<file path="config.mk">
export PLATFORM = sky130hd
export DESIGN_NAME = card_read_badge_decoder_core_flat
export DESIGN_NICKNAME = d
export VERILOG_FILES = /design/src/rtl/crbd_pkg.sv /design/src/rtl/crbd_if.sv /design/src/rtl/crbd_step.sv /design/src/rtl/card_read_badge_decoder_core.sv /design/src/flat_wrapper.sv
export SDC_FILE = /design/constraint.sdc
export NUM_CORES = 1
export LEC_CHECK = 0
export BUFFER_PORTS_ARGS = -buffer_cell sky130_fd_sc_hd__buf_2
export CAP_MARGIN = 5
export CORE_ASPECT_RATIO = 1.4
export CORE_MARGIN = 8
export CORE_UTILIZATION = 35
export DETAILED_ROUTE_END_ITERATION = 7
export PLACE_DENSITY = 0.61
export SLEW_MARGIN = 25
export SYNTH_ARGS = -nofsm -noshare
export SYNTH_HDL_FRONTEND = slang
export SYNTH_SLANG_ARGS = --single-unit
</file>
<file path="constraint.sdc">
create_clock -name clk_i -period 10.3 [get_ports clk_i]
set_clock_uncertainty 0.2 [all_clocks]
set_input_delay 1.03 -clock clk_i [delete_from_list [all_inputs] [get_ports clk_i]]
set_output_delay 1.03 -clock clk_i [all_outputs]
set_load 0.1 [all_outputs]
</file>
<file path="src/rtl/crbd_pkg.sv">
// Shared types and constants for the card read badge decoder.
`default_nettype none

package crbd_pkg;

  localparam int unsigned AsciiMaxLenDefault = 64;
  localparam int unsigned BadgeWidth         = 64;

  localparam logic [1:0] FmtAscii   = 2'd0;
  localparam logic [1:0] FmtRaw     = 2'd1;
  localparam logic [1:0] FmtWiegand = 2'd2;

  localparam logic [7:0] CharZero     = 8'h30;
  localparam logic [7:0] CharNine     = 8'h39;
  localparam logic [7:0] ByteCountMax = 8'hFF;
  localparam logic [7:0] RawMaxBits   = 8'd64;

  typedef struct packed {
    logic       start_of_record;
    logic [1:0] card_format;
    logic [7:0] record_length;
    logic       reverse_order;
    logic [7:0] data_byte;
    logic       last_byte;
  } item_t;

  typedef struct packed {
    logic [BadgeWidth-1:0] acc;
    logic [1:0]            fmt;
    logic [7:0]            len;
    logic                  rev;
    logic [7:0]            seen;
    logic                  fault;
  } rec_state_t;

  typedef struct packed {
    logic                  decode_ok;
    logic [BadgeWidth-1:0] badge_value;
  } result_t;

endpackage

`default_nettype wire

</file>
<file path="src/rtl/crbd_if.sv">
// Word channels: card data bytes in, decoded badges out.
`default_nettype none

interface crbd_in_if;
  logic       valid;
  logic       ready;
  logic       start_of_record;
  logic [1:0] card_format;
  logic [7:0] record_length;
  logic       reverse_order;
  logic [7:0] data_byte;
  logic       last_byte;

  modport source (
    output valid, start_of_record, card_format, record_length, reverse_order,
           data_byte, last_byte,
    input  ready
  );
  modport sink (
    input  valid, start_of_record, card_format, record_length, reverse_order,
           data_byte, last_byte,
    output ready
  );
endinterface

interface crbd_out_if;
  logic        valid;
  logic        ready;
  logic        decode_ok;
  logic [63:0] badge_value;

  modport source (output valid, decode_ok, badge_value, input ready);
  modport sink   (input valid, decode_ok, badge_value, output ready);
endinterface

`default_nettype wire

</file>
<file path="src/rtl/crbd_step.sv">
// Per-byte record update: header check, digit accumulation and raw bit placement.
`default_nettype none

module crbd_step #(
  parameter int unsigned MaxAsciiLen = crbd_pkg::AsciiMaxLenDefault
) (
  input  crbd_pkg::item_t      item_i,
  input  crbd_pkg::rec_state_t state_i,
  output crbd_pkg::rec_state_t state_o,
  output crbd_pkg::result_t    result_o
);

  localparam logic [7:0] MaxAsciiLenW = 8'(MaxAsciiLen);

  function automatic logic [7:0] flip8(input logic [7:0] b);
    logic [7:0] r;
    for (int i = 0; i < 8; i++) begin
      r[7-i] = b[i];
    end
    return r;
  endfunction

  crbd_pkg::rec_state_t eff, upd;
  logic        hdr_ok;
  logic        is_digit;
  logic [3:0]  digit;
  logic [10:0] idx8;
  logic [10:0] remain;
  logic        raw_active;
  logic [3:0]  take;
  logic [7:0]  take_mask;
  logic [7:0]  rev_bits;
  logic [5:0]  rev_shift;
  logic [8:0]  need;
  logic        ok;

  always_comb begin
    eff = state_i;
    // a new record starts from a clean slate with the fresh header
    if (item_i.start_of_record) begin
      eff       = '0;
      eff.fmt   = item_i.card_format;
      eff.len   = item_i.record_length;
      eff.rev   = item_i.reverse_order;
    end
  end

  always_comb begin
    hdr_ok = 1'b0;
    if (eff.len != 8'd0) begin
      unique case (eff.fmt)
        crbd_pkg::FmtAscii:   hdr_ok = (eff.len <= MaxAsciiLenW);
        crbd_pkg::FmtRaw,
        crbd_pkg::FmtWiegand: hdr_ok = (eff.len <= crbd_pkg::RawMaxBits);
        default:              hdr_ok = 1'b0;
      endcase
    end
  end

  assign is_digit   = (item_i.data_byte >= crbd_pkg::CharZero) &&
                      (item_i.data_byte <= crbd_pkg::CharNine);
  assign digit      = 4'(item_i.data_byte - crbd_pkg::CharZero);
  assign idx8       = {eff.seen, 3'b000};
  assign raw_active = idx8 < {3'b000, eff.len};
  assign remain     = {3'b000, eff.len} - idx8;
  assign take       = (remain > 11'd8) ? 4'd8 : remain[3:0];
  assign take_mask  = 8'hFF >> (4'd8 - take);
  assign rev_bits   = flip8(item_i.data_byte) & take_mask;
  assign rev_shift  = {eff.seen[2:0], 3'b000};

  always_comb begin
    upd = eff;
    if (hdr_ok) begin
      if (eff.fmt == crbd_pkg::FmtAscii) begin
        if ({3'b000, eff.seen} < {3'b000, eff.len}) begin
          if (is_digit) begin
            // times ten as shift-add
            upd.acc = (eff.acc << 3) + (eff.acc << 1) + 64'(digit);
          end else begin
            upd.fault = 1'b1;
          end
        end
      end else if (raw_active) begin
        if (eff.rev) begin
          upd.acc = eff.acc | (64'(rev_bits) << rev_shift);
        end else begin
          upd.acc = (eff.acc << take) | 64'(item_i.data_byte >> (4'd8 - take));
        end
      end
    end
    // saturate the byte count
    if (eff.seen != crbd_pkg::ByteCountMax) begin
      upd.seen = eff.seen + 8'd1;
    end
  end

  assign need = (eff.fmt == crbd_pkg::FmtAscii) ? {1'b0, eff.len}
                                                : (({1'b0, eff.len} + 9'd7) >> 3);
  assign ok   = hdr_ok && !upd.fault && ({1'b0, upd.seen} >= need);

  assign result_o.decode_ok   = ok;
  assign result_o.badge_value = ok ? upd.acc : '0;

  // drop the record once its result is out
  assign state_o = item_i.last_byte ? '0 : upd;

endmodule

`default_nettype wire

</file>
<file path="src/rtl/card_read_badge_decoder_core.sv">
// Card read badge decoder: top level with input stage, record state and result register.
//
// Usage: card data arrives one byte per word on in_i, with start_of_record on the
// first byte (header fields card_format, record_length and reverse_order are
// sampled there) and last_byte on the final one. Each record yields one word on
// out_o carrying decode_ok and badge_value; badge_value is zero on any fault.
// An accepted last byte passes through the input register, then the record update into
// the result register, before it is presented on out_o.
// Throughput: one byte per cycle while no final byte waits on a stalled out_o; the
// record update is a combinational shift-add times ten, a shift of at most eight bits,
// or in reverse order a placement of the flipped byte at a byte offset.
// Reset clears the record state, the input stage and the result register, so
// bytes arriving without a start_of_record belong to a record with a zero
// length and give decode_ok 0.
// When out_o stalls, non-final bytes keep flowing into the record state; a
// final byte waits in the input stage until the result register is free.
`default_nettype none

module card_read_badge_decoder_core #(
  parameter int unsigned MaxAsciiLen = crbd_pkg::AsciiMaxLenDefault
) (
  input  wire         clk_i,
  input  wire         rst_ni,
  crbd_in_if.sink     in_i,
  crbd_out_if.source  out_o
);

  crbd_pkg::item_t      item_q;
  logic                 item_valid_q;
  crbd_pkg::rec_state_t state_q, state_d;
  crbd_pkg::result_t    result_d, out_q;
  logic                 out_valid_q;
  logic                 advance;
  logic                 in_ready;

  assign advance  = item_valid_q && (!item_q.last_byte || !out_valid_q || out_o.ready);
  assign in_ready = !item_valid_q || advance;
  assign in_i.ready = in_ready;

  crbd_step #(
    .MaxAsciiLen(MaxAsciiLen)
  ) u_step (
    .item_i  (item_q),
    .state_i (state_q),
    .state_o (state_d),
    .result_o(result_d)
  );

  always_ff @(posedge clk_i or negedge rst_ni) begin
    if (!rst_ni) begin
      item_valid_q <= 1'b0;
    end else if (in_ready) begin
      item_valid_q <= in_i.valid;
    end
  end

  always_ff @(posedge clk_i) begin
    if (in_ready && in_i.valid) begin
      item_q.start_of_record <= in_i.start_of_record;
      item_q.card_format     <= in_i.card_format;
      item_q.record_length   <= in_i.record_length;
      item_q.reverse_order   <= in_i.reverse_order;
      item_q.data_byte       <= in_i.data_byte;
      item_q.last_byte       <= in_i.last_byte;
    end
  end

  always_ff @(posedge clk_i or negedge rst_ni) begin
    if (!rst_ni) begin
      state_q <= '0;
    end else if (advance) begin
      state_q <= state_d;
    end
  end

  always_ff @(posedge clk_i or negedge rst_ni) begin
    if (!rst_ni) begin
      out_valid_q <= 1'b0;
    end else if (advance && item_q.last_byte) begin
      out_valid_q <= 1'b1;
    end else if (out_o.ready) begin
      out_valid_q <= 1'b0;
    end
  end

  always_ff @(posedge clk_i) begin
    if (advance && item_q.last_byte) begin
      out_q <= result_d;
    end
  end

  assign out_o.valid       = out_valid_q;
  assign out_o.decode_ok   = out_q.decode_ok;
  assign out_o.badge_value = out_q.badge_value;

  // a final byte always lands in the result register
  assert property (@(posedge clk_i) disable iff (!rst_ni)
    advance && item_q.last_byte |=> out_valid_q)
    else $error("final byte did not produce a result word");

  // the record is dropped after its result
  assert property (@(posedge clk_i) disable iff (!rst_ni)
    advance && item_q.last_byte |=> state_q.len == 8'd0 && state_q.seen == 8'd0 &&
                                    !state_q.fault)
    else $error("record state not cleared after final byte");

  // a faulty record carries a zero badge
  assert property (@(posedge clk_i) disable iff (!rst_ni)
    out_valid_q && !out_q.decode_ok |-> out_q.badge_value == '0)
    else $error("nonzero badge on a failed decode");

endmodule

`default_nettype wire
</file>
<file path="src/flat_wrapper.sv">
// flat-port wrapper written by rule: the top's interface ports become plain ports
module card_read_badge_decoder_core_flat 
#(
  parameter int unsigned MaxAsciiLen = crbd_pkg::AsciiMaxLenDefault
)
  (clk_i, rst_ni, in_i_valid, in_i_start_of_record, in_i_card_format, in_i_record_length, in_i_reverse_order, in_i_data_byte, in_i_last_byte, in_i_ready, out_o_valid, out_o_decode_ok, out_o_badge_value, out_o_ready);
  crbd_in_if in_i_i ();
  crbd_out_if out_o_i ();
  input  wire clk_i;
  input  wire rst_ni;
  input wire logic [$bits(in_i_i.valid)-1:0] in_i_valid;
  input wire logic [$bits(in_i_i.start_of_record)-1:0] in_i_start_of_record;
  input wire logic [$bits(in_i_i.card_format)-1:0] in_i_card_format;
  input wire logic [$bits(in_i_i.record_length)-1:0] in_i_record_length;
  input wire logic [$bits(in_i_i.reverse_order)-1:0] in_i_reverse_order;
  input wire logic [$bits(in_i_i.data_byte)-1:0] in_i_data_byte;
  input wire logic [$bits(in_i_i.last_byte)-1:0] in_i_last_byte;
  output wire logic [$bits(in_i_i.ready)-1:0] in_i_ready;
  output wire logic [$bits(out_o_i.valid)-1:0] out_o_valid;
  output wire logic [$bits(out_o_i.decode_ok)-1:0] out_o_decode_ok;
  output wire logic [$bits(out_o_i.badge_value)-1:0] out_o_badge_value;
  input wire logic [$bits(out_o_i.ready)-1:0] out_o_ready;
  assign in_i_i.valid = in_i_valid;
  assign in_i_i.start_of_record = in_i_start_of_record;
  assign in_i_i.card_format = in_i_card_format;
  assign in_i_i.record_length = in_i_record_length;
  assign in_i_i.reverse_order = in_i_reverse_order;
  assign in_i_i.data_byte = in_i_data_byte;
  assign in_i_i.last_byte = in_i_last_byte;
  assign in_i_ready = in_i_i.ready;
  assign out_o_valid = out_o_i.valid;
  assign out_o_decode_ok = out_o_i.decode_ok;
  assign out_o_badge_value = out_o_i.badge_value;
  assign out_o_i.ready = out_o_ready;
  card_read_badge_decoder_core #(.MaxAsciiLen(MaxAsciiLen)) u_core (.clk_i(clk_i), .rst_ni(rst_ni), .in_i(in_i_i), .out_o(out_o_i));
endmodule
</file>
==> results of run 1 <==
[where the power goes]
part / internal (mW) / leakage (nW) / switching, mW / total, mW
Sequential: 0.782 / 1.99 / 0.0501 / 0.832
Combinational: 0.312 / 6.54 / 0.934 / 1.25
Clock: 0.319 / 0.274 / 0.339 / 0.657
[worst max-delay path: stages, from the launching register on]
cell and delay [ns]:
edfxtp_1 0.33, buf_4 0.39, clkinv_1 0.15, nand2_1 0.08
buf_4 0.25, inv_1 0.36, ha_1 0.36, or4_1 0.49
and3_1 0.26, a2111oi_2 0.68, nand4_1 0.22, buf_4 0.30
nor2_4 0.11, buf_4 0.39, inv_2 0.43, ha_1 0.39
inv_1 0.14, a21oi_1 0.10, or2_1 0.30, o21ai_1 0.87
nor4_1 0.25, a221oi_1 0.29, a21oi_1 0.11
[state kept, by name, summed over array words and instances, names as in the netlist]
name and cells:
u_core.state_q 84, u_core.out_o.valid 1, u_core.out_o.badge_value 64, u_core.item_valid_q 1
u_core.out_o.decode_ok 1, u_core.item_q 21
[worst max-delay path by stage]
stage / start / end / slack [ns] / depth (start not counted)
detailed placement: u_core.item_q[20]$_DFFE_PP_ / u_core.out_o.badge_value[57]$_SDFFCE_PN0P_ / 2.81 / 22
finish: u_core.item_q[20]$_DFFE_PP_ / u_core.out_o.badge_value[57]$_SDFFCE_PN0P_ / 2.44 / 22
global route: u_core.item_q[20]$_DFFE_PP_ / u_core.out_o.badge_value[57]$_SDFFCE_PN0P_ / 2.21 / 21
global placement: u_core.item_q[20]$_DFFE_PP_ / u_core.out_o.badge_value[57]$_SDFFCE_PN0P_ / 2.93 / 22
CTS: u_core.item_q[20]$_DFFE_PP_ / u_core.out_o.badge_value[57]$_SDFFCE_PN0P_ / 2.75 / 22
floorplan: u_core.item_q[20]$_DFFE_PP_ / u_core.out_o.badge_value[11]$_SDFFCE_PN0P_ / 3.96 / 29
[synth_stat cells (17+ instances only)]
cell type / number
nor2b_1: 33
o21ai_0: 182
nor4_1: 24
o221ai_1: 19
clkbuf_1: 124
o31ai_1: 43
o21ai_1: 27
a31oi_1: 28
and2_1: 20
nor2_1: 202
o21bai_1: 18
o22ai_1: 23
xor2_1: 25
nand4_1: 30
o211ai_1: 59
mux2i_1: 51
edfxtp_1: 86
nand2b_1: 17
a21o_1: 58
buf_2: 29
nor3_1: 84
nand2_1: 277
ha_1: 143
dfrtp_1: 86
nand3_1: 87
a21oi_1: 215
inv_1: 83
xnor2_1: 38
a211oi_1: 33
[per-layer routing]
| layer | up-vias | part of all wire [%] | track usage, % |
|---|---|---|---|
| li1 | 9309 | - | - |
| met5 | - | 0.026 | 0 |
| met1 | 10513 | 38 | 40.2 |
| met2 | 1478 | 45 | 50.9 |
| met4 | 4 | 7.4 | 20.4 |
| met3 | 399 | 10 | 7.60 |
[layout make-up]
type / instances / area, um2 / area share [%]
clock inverter: 15 / 135 / 0.652
antenna: 1 / 2.50 / 0.0121
sequential: 172 / 4730 / 22.9
multi-input combinational: 2027 / 13200 / 63.8
timing repair buffer: 160 / 976 / 4.71
inverter: 86 / 325 / 1.57
tap: 721 / 902 / 4.35
clock buffer: 17 / 425 / 2.05
[logic make-up after synthesis]
group,Yosys count
DFF,172
buffers and inverters,265
muxes,69
AOI/OAI and AO/OA,899
and+or+nand+nor,850
adders and majority gates,146
xor gates and xnor gates,63
==> summary.md, run 1 <==
| Metric | Value |
|---|---|
| Share of synthesized area spent on multiplexers | 4.06% |
| Number of violations reported at the end of detailed-routing iteration 0 | 3005 |
| CP required | 10.29 ns |
| Routed WL | 104000 um |
| Total vias in the final route | 21703 |
| Cell total after placement | 3166 |
| Post-CTS Setup Repair Bufs | 0 |
| Share of post-route cells with drive strength above 1 | 10.8% |
| Number of remaining DRC errors | 0 |
| Outcome | finished clean |
| Final cell count without fillers | 3199 |
| Gp weighted congestion | 1.03 |
| Initial cell density of the core | 35.2% |
| CTS hold repair buffers | 0 |
| Worst flop-to-flop path startpoint | u_core.item_q[20]$_DFFE_PP_ |
| Std cell rows | 101 |
| PnR Total Power | 2.74 mW |
| Worst reg-to-reg setup slack | 2.44 ns |
| Minimum hold slack | 0.282 ns |
| Highest net fanout along the worst path | 30 |
| Unrepaired setup endpoints after global routing | no |
| Maximum ir drop on the vdd rail | 89.3 uV |
| Fraction of registers with async set or reset after synthesis | 50.0% |
| Sequential-to-total area share from yosys stat | 25.0% |
| Synthesized instance count | 2464 |
| Syn_area_per_cell | 7.69 um2 |
| Placement Cell Area | 20100 um2 |
| Placement Setup Slack | 2.81 ns |
| Final WS setup | 2.44 ns |
| Worst-Margin Slew | 1.12 ns |
| Hold path startpoint | u_core.state_q[69]$_DFFE_PN0P_ |
| Die Y | 291 um |
| Most frequent standard cell in the layout excluding fill and tap cells | nand2_1 |
| Crit. End Element | register |
| DR pass1 iterations | 6 |
| Area of the core | 53800 um2 |
| Combinational family with the most area after synthesis | compound AO/OA/AOI/OAI gates |
| Worst setup SP type | register |
| Reg-to-reg endpoint | u_core.out_o.badge_value[57]$_SDFFCE_PN0P_ |
| Count of nets after finishing | 2634 |
| Global-route wire length before repair | 149000 um |
| Minimum clock period | 7.86 ns |
| Max transition margin | 24.9% |
| Cell area power density | 132 nW/um2 |
| Clock tree from TritonCTS | yes |
| GR Util All Layers | 32.7% |
| Simple-gate share of the synthesized area | 21.1% |
| Fraction of synthesized cell area taken by the top area cell type | 13.6% |
| Hold Violations, Final | 0 |
| Root cell of the clock tree | clkbuf_16 |
| Cell area after technology mapping | 19000 um2 |
| Arrival time reported for the critical path endpoint | 7.85 ns |
| Share of the synthesized netlist area taken by xor and xnor gates | 2.91% |
| Seq cells post-synth | 172 |
| I/O pin count | 92 |
| Count of different cell masters after synthesis | 103 |
| Final setup viols | 0 |
| Synth Area in Adders | 9.70% |
| Quantity of I/O buffers inserted on ports | 91 |
| Antenna violations before repair | 3 |
| End point of the most critical hold path | u_core.state_q[69]$_DFFE_PN0P_ |
| Sum of negative setup slack | 0 ns |
| Layout Area Growth over Synthesis | 9.31% |
| Net count after synthesis | 2634 |
| CTS Buffer Depth | 2 |
| Fraction of the mapped netlist area in compound gates | 31.4% |
| Antenna violation net count after detailed routing | 0 |
| Total of cells resized after clock tree synthesis | 0 |
| FF-to-FF path depth | 22 |
| Number of levels the H-tree was split into | 4 |
| Maximum number of pins on one net before global-route repair | 58 |
| Number of sinks driven by the clock tree | 172 |
| Residual overflow from global routing | 0 |
| Prevailing post-synth register cell | edfxtp_1 |
| Warnings from Yosys | 0 |
| Most frequent cells in the layout | nand2_1, a21oi_1, nor2_1, o21ai_0, ha_1 |
| Number of synthesized flops with an enable pin | 86 |
| Path type of the worst min-delay path | reg -> reg |
| Leakage power | 8.81 nW |
| Fin area | 20700 um2 |
| Horizontal extent of the die | 213 um |
| Post-DP HPWL | 76900 um |
| Max_cap viols | 0 |
| Max Clock Freq | 0.127 GHz |
| Post-layout util | 38.5% |
| Largest cells by area after synthesis | edfxtp_1, dfrtp_1, ha_1 |
| Average detailed-routed wire length per instance | 32.6 um |
| Total CTS buffers | 17 |
| FILL cells | 5704 |
| Pins over their slew limit | 0 |
| Instance count along the most critical hold path | 2 |
| Average via count per standard cell | 6.78 |
| Cell taking the most area after synthesis | edfxtp_1 |
| Via count of the first global-routing pass | 20495 |
| Die Footprint | 62000 um2 |
| Kind of critical path | reg -> reg |
| Final period util | 76.3% |
| Reg clk slew, reported paths | 0.07 ns |
| Clock insertion delay at the later pin of the skew report | 0.47 ns |
No activity file was read; power rests on OpenSTA's default activity.
==> run 2, diff against run 1 <==
- PLACE_DENSITY: 0.61 -> 0.63
- clock period: 10.3 -> 6.52 ns (I/O delays scaled with it)
==> summary.md, run 2 (synthesized netlist as in run 1, its figures left out) <==
| Metric | Value |
|---|---|
| Outcome | finished clean |
| Initial cell density of the core | 35.2% (unchanged) |
| Area of the core | 53800 um2 (unchanged) |
| Root cell of the clock tree | clkbuf_16 |
| Std cell rows | 101 (unchanged) |
| Global-route wire length before repair | 158000 um (+6.3%) |
| Count of nets after finishing | 2715 (+3.1%) |
| I/O pin count | 92 (unchanged) |
| Max transition margin | 26.0% (+1.2 points) |
| Minimum clock period | 6.12 ns (-1.74 ns) |
| Number of sinks driven by the clock tree | 172 (unchanged) |
| Final cell count without fillers | 3279 (+2.5%) |
| Most frequent standard cell in the layout excluding fill and tap cells | nand2_1 |
| Most frequent cells in the layout | nand2_1, a21oi_1, nor2_1, o21ai_0, buf_4 |
| Horizontal extent of the die | 213 um (unchanged) |
| Worst-Margin Slew | 1.11 ns (-0.0137 ns) |
| Cell area power density | 212 nW/um2 (+60%) |
| Layout Area Growth over Synthesis | 12.9% |
| Register with the highest flop count | u_core.state_q |
| Post-layout util | 39.7% (+1.2 points) |
| CP required | 6.65 ns (-3.64 ns) |
| Gp weighted congestion | 1.02 (-0.63%) |
| Post-DP HPWL | 85300 um (+11%) |
| FILL cells | 5697 (-0.12%) |
| Reg clk slew, reported paths | 0.08 ns (about the same) |
| Number of remaining DRC errors | 0 (unchanged) |
| Routed WL | 112000 um (+7.7%) |
| GR Util All Layers | 35.2% (+2.5 points) |
| Hold Violations, Final | 0 (unchanged) |
| Routed length on met1 | 43400 um (+10%) |
| Final setup viols | 0 (unchanged) |
| Total CTS buffers | 17 (unchanged) |
| Cell total after placement | 3247 (+2.6%) |
| Final period util | 93.9% (+18 points) |
| Worst setup SP type | register |
| Number of violations reported at the end of detailed-routing iteration 0 | 2872 (-4.4%) |
| Residual overflow from global routing | 0 (unchanged) |
| Highest net fanout along the worst path | 18 (-40%) |
| Maximum ir drop on the vdd rail | 219 uV (+150%) |
| Highest routing layer actually used | met4 |
| Antenna violations before repair | 1 (-2) |
| Die Y | 291 um (unchanged) |
| Leakage power | 9.22 nW (+4.7%) |
| Maximum number of pins on one net before global-route repair | 54 (-6.9%) |
| Clock tree from TritonCTS | yes |
| Share of post-route cells with drive strength above 1 | 13.3% (+2.4 points) |
| Antenna violation net count after detailed routing | 0 (unchanged) |
| Pins over their slew limit | 0 (unchanged) |
| Sum of negative setup slack | 0 ns (unchanged) |
| Unrepaired setup endpoints after global routing | no |
| Amount of wire on met2 after detailed routing | 51200 um (+10%) |
| Via count of the first global-routing pass | 21291 (+3.9%) |
| CTS Buffer Depth | 2 (unchanged) |
| Total vias in the final route | 22000 (+1.4%) |
| Number of levels the H-tree was split into | 4 (unchanged) |
| Post-CTS Setup Repair Bufs | 0 (unchanged) |
| Antenna diode instance count | 0 (-1) |
| Amount of wire on met3 after detailed routing | 10700 um (-0.50%) |
| Max_cap viols | 0 (unchanged) |
| Average via count per standard cell | 6.71 (-1.1%) |
| Clock insertion delay at the later pin of the skew report | 0.50 ns (+0.03 ns) |
| FF-to-FF path depth | 18 (-18%) |
| Number of flip-flops under the largest register name | 84 (unchanged) |
| Total of cells resized after clock tree synthesis | 0 (unchanged) |
| Path type of the worst min-delay path | in -> async |
| Quantity of I/O buffers inserted on ports | 91 (unchanged) |
| CTS hold repair buffers | 0 (unchanged) |
| Die Footprint | 62000 um2 (unchanged) |
| Crit. End Element | register |
| Kind of critical path | reg -> reg |
| Max Clock Freq | 0.163 GHz (+28%) |
| DR pass1 iterations | 6 (unchanged) |
| Arrival time reported for the critical path endpoint | 6.26 ns (-1.59 ns) |
| Average detailed-routed wire length per instance | 34.2 um (+5.0%) |
==> run 2: cell types whose count changed in the layout (fill, tap and decap cells not counted), sizes merged <==
cell / change
diode: -1
clkinv: -1
bufinv: +1
buf: +81
==> run 2: worst paths after layout <==
| path | start | end | slack (ns) |
|---|---|---|---|
| setup / recovery | u_core.item_q[20]$_DFFE_PP_ | u_core.out_o.badge_value[58]$_SDFFCE_PN0P_ | 0.40 |
| hold / removal | rst_ni | u_core.state_q[20]$_DFFE_PN0P_ | 0.01 |
| setup reg to reg | u_core.item_q[20]$_DFFE_PP_ | u_core.out_o.badge_value[58]$_SDFFCE_PN0P_ | 0.40 |
| hold reg to reg | u_core.state_q[73]$_DFFE_PN0P_ | u_core.state_q[73]$_DFFE_PN0P_ | 0.29 |
| max in group asynchronous | rst_ni | u_core.state_q[63]$_DFFE_PN0P_ | 4.79 |
| min in group clk_i | in_i_data_byte[2] | u_core.item_q[3]$_DFFE_PP_ | 0.14 |
==> run 2: cell type report <==
type / instances / area [um2] / area share, %
tap: 721 / 902 / 4.22
clock buffer: 17 / 425 / 1.99
clock inverter: 15 / 175 / 0.819
inverter: 86 / 325 / 1.52
sequential: 172 / 4730 / 22.1
timing repair buffer: 241 / 1660 / 7.76
multi-input combinational: 2027 / 13200 / 61.6
==> run 2: worst max-delay path, cell delays in order (launching register included) <==
cell,delay (ns)
edfxtp_1,0.56
clkinv_1,0.39
nand2_1,0.19
inv_1,0.08
ha_1,0.23
or4_1,0.50
and3_1,0.26
a2111o_1,0.44
or4_4,0.61
nor2_8,0.15
inv_4,0.13
ha_1,0.28
nor3_1,0.40
o31ai_2,0.09
buf_4,0.25
nor4_1,0.55
o32a_1,0.24
o221ai_1,0.24
nor2_1,0.19
==> run 2: report_power, final <==
| part | leakage [nW] | internal, mW | total [mW] | switching [mW] |
|---|---|---|---|---|
| combinational | 6.94 | 0.542 | 2.09 | 1.54 |
| clock | 0.288 | 0.549 | 1.13 | 0.576 |
| sequential | 1.99 | 1.23 | 1.31 | 0.0786 |
==> run 2: stage by stage <==
stage          power [mW]  instance area (um2)  hold slack, ns  setup slack [ns]
2_1_floorplan        2.50                19000           0.156             0.177
3_3_place_gp         3.34                20800           0.257             0.567
3_5_place_dp         3.34                20800           0.267             0.480
4_1_cts              4.44                21400          0.0405             0.464
5_1_grt              4.62                21400          0.0582            0.0494
6_report             4.52                21400          0.0146             0.396
==> run 2: per-layer routing <==
layer | global-route usage, % | vias up
li1 | - | 9445
met1 | 43.9 | 10785
met2 | 56.0 | 1443
met3 | 7.12 | 327
met4 | 19.4 | 0
met5 | 0 | -
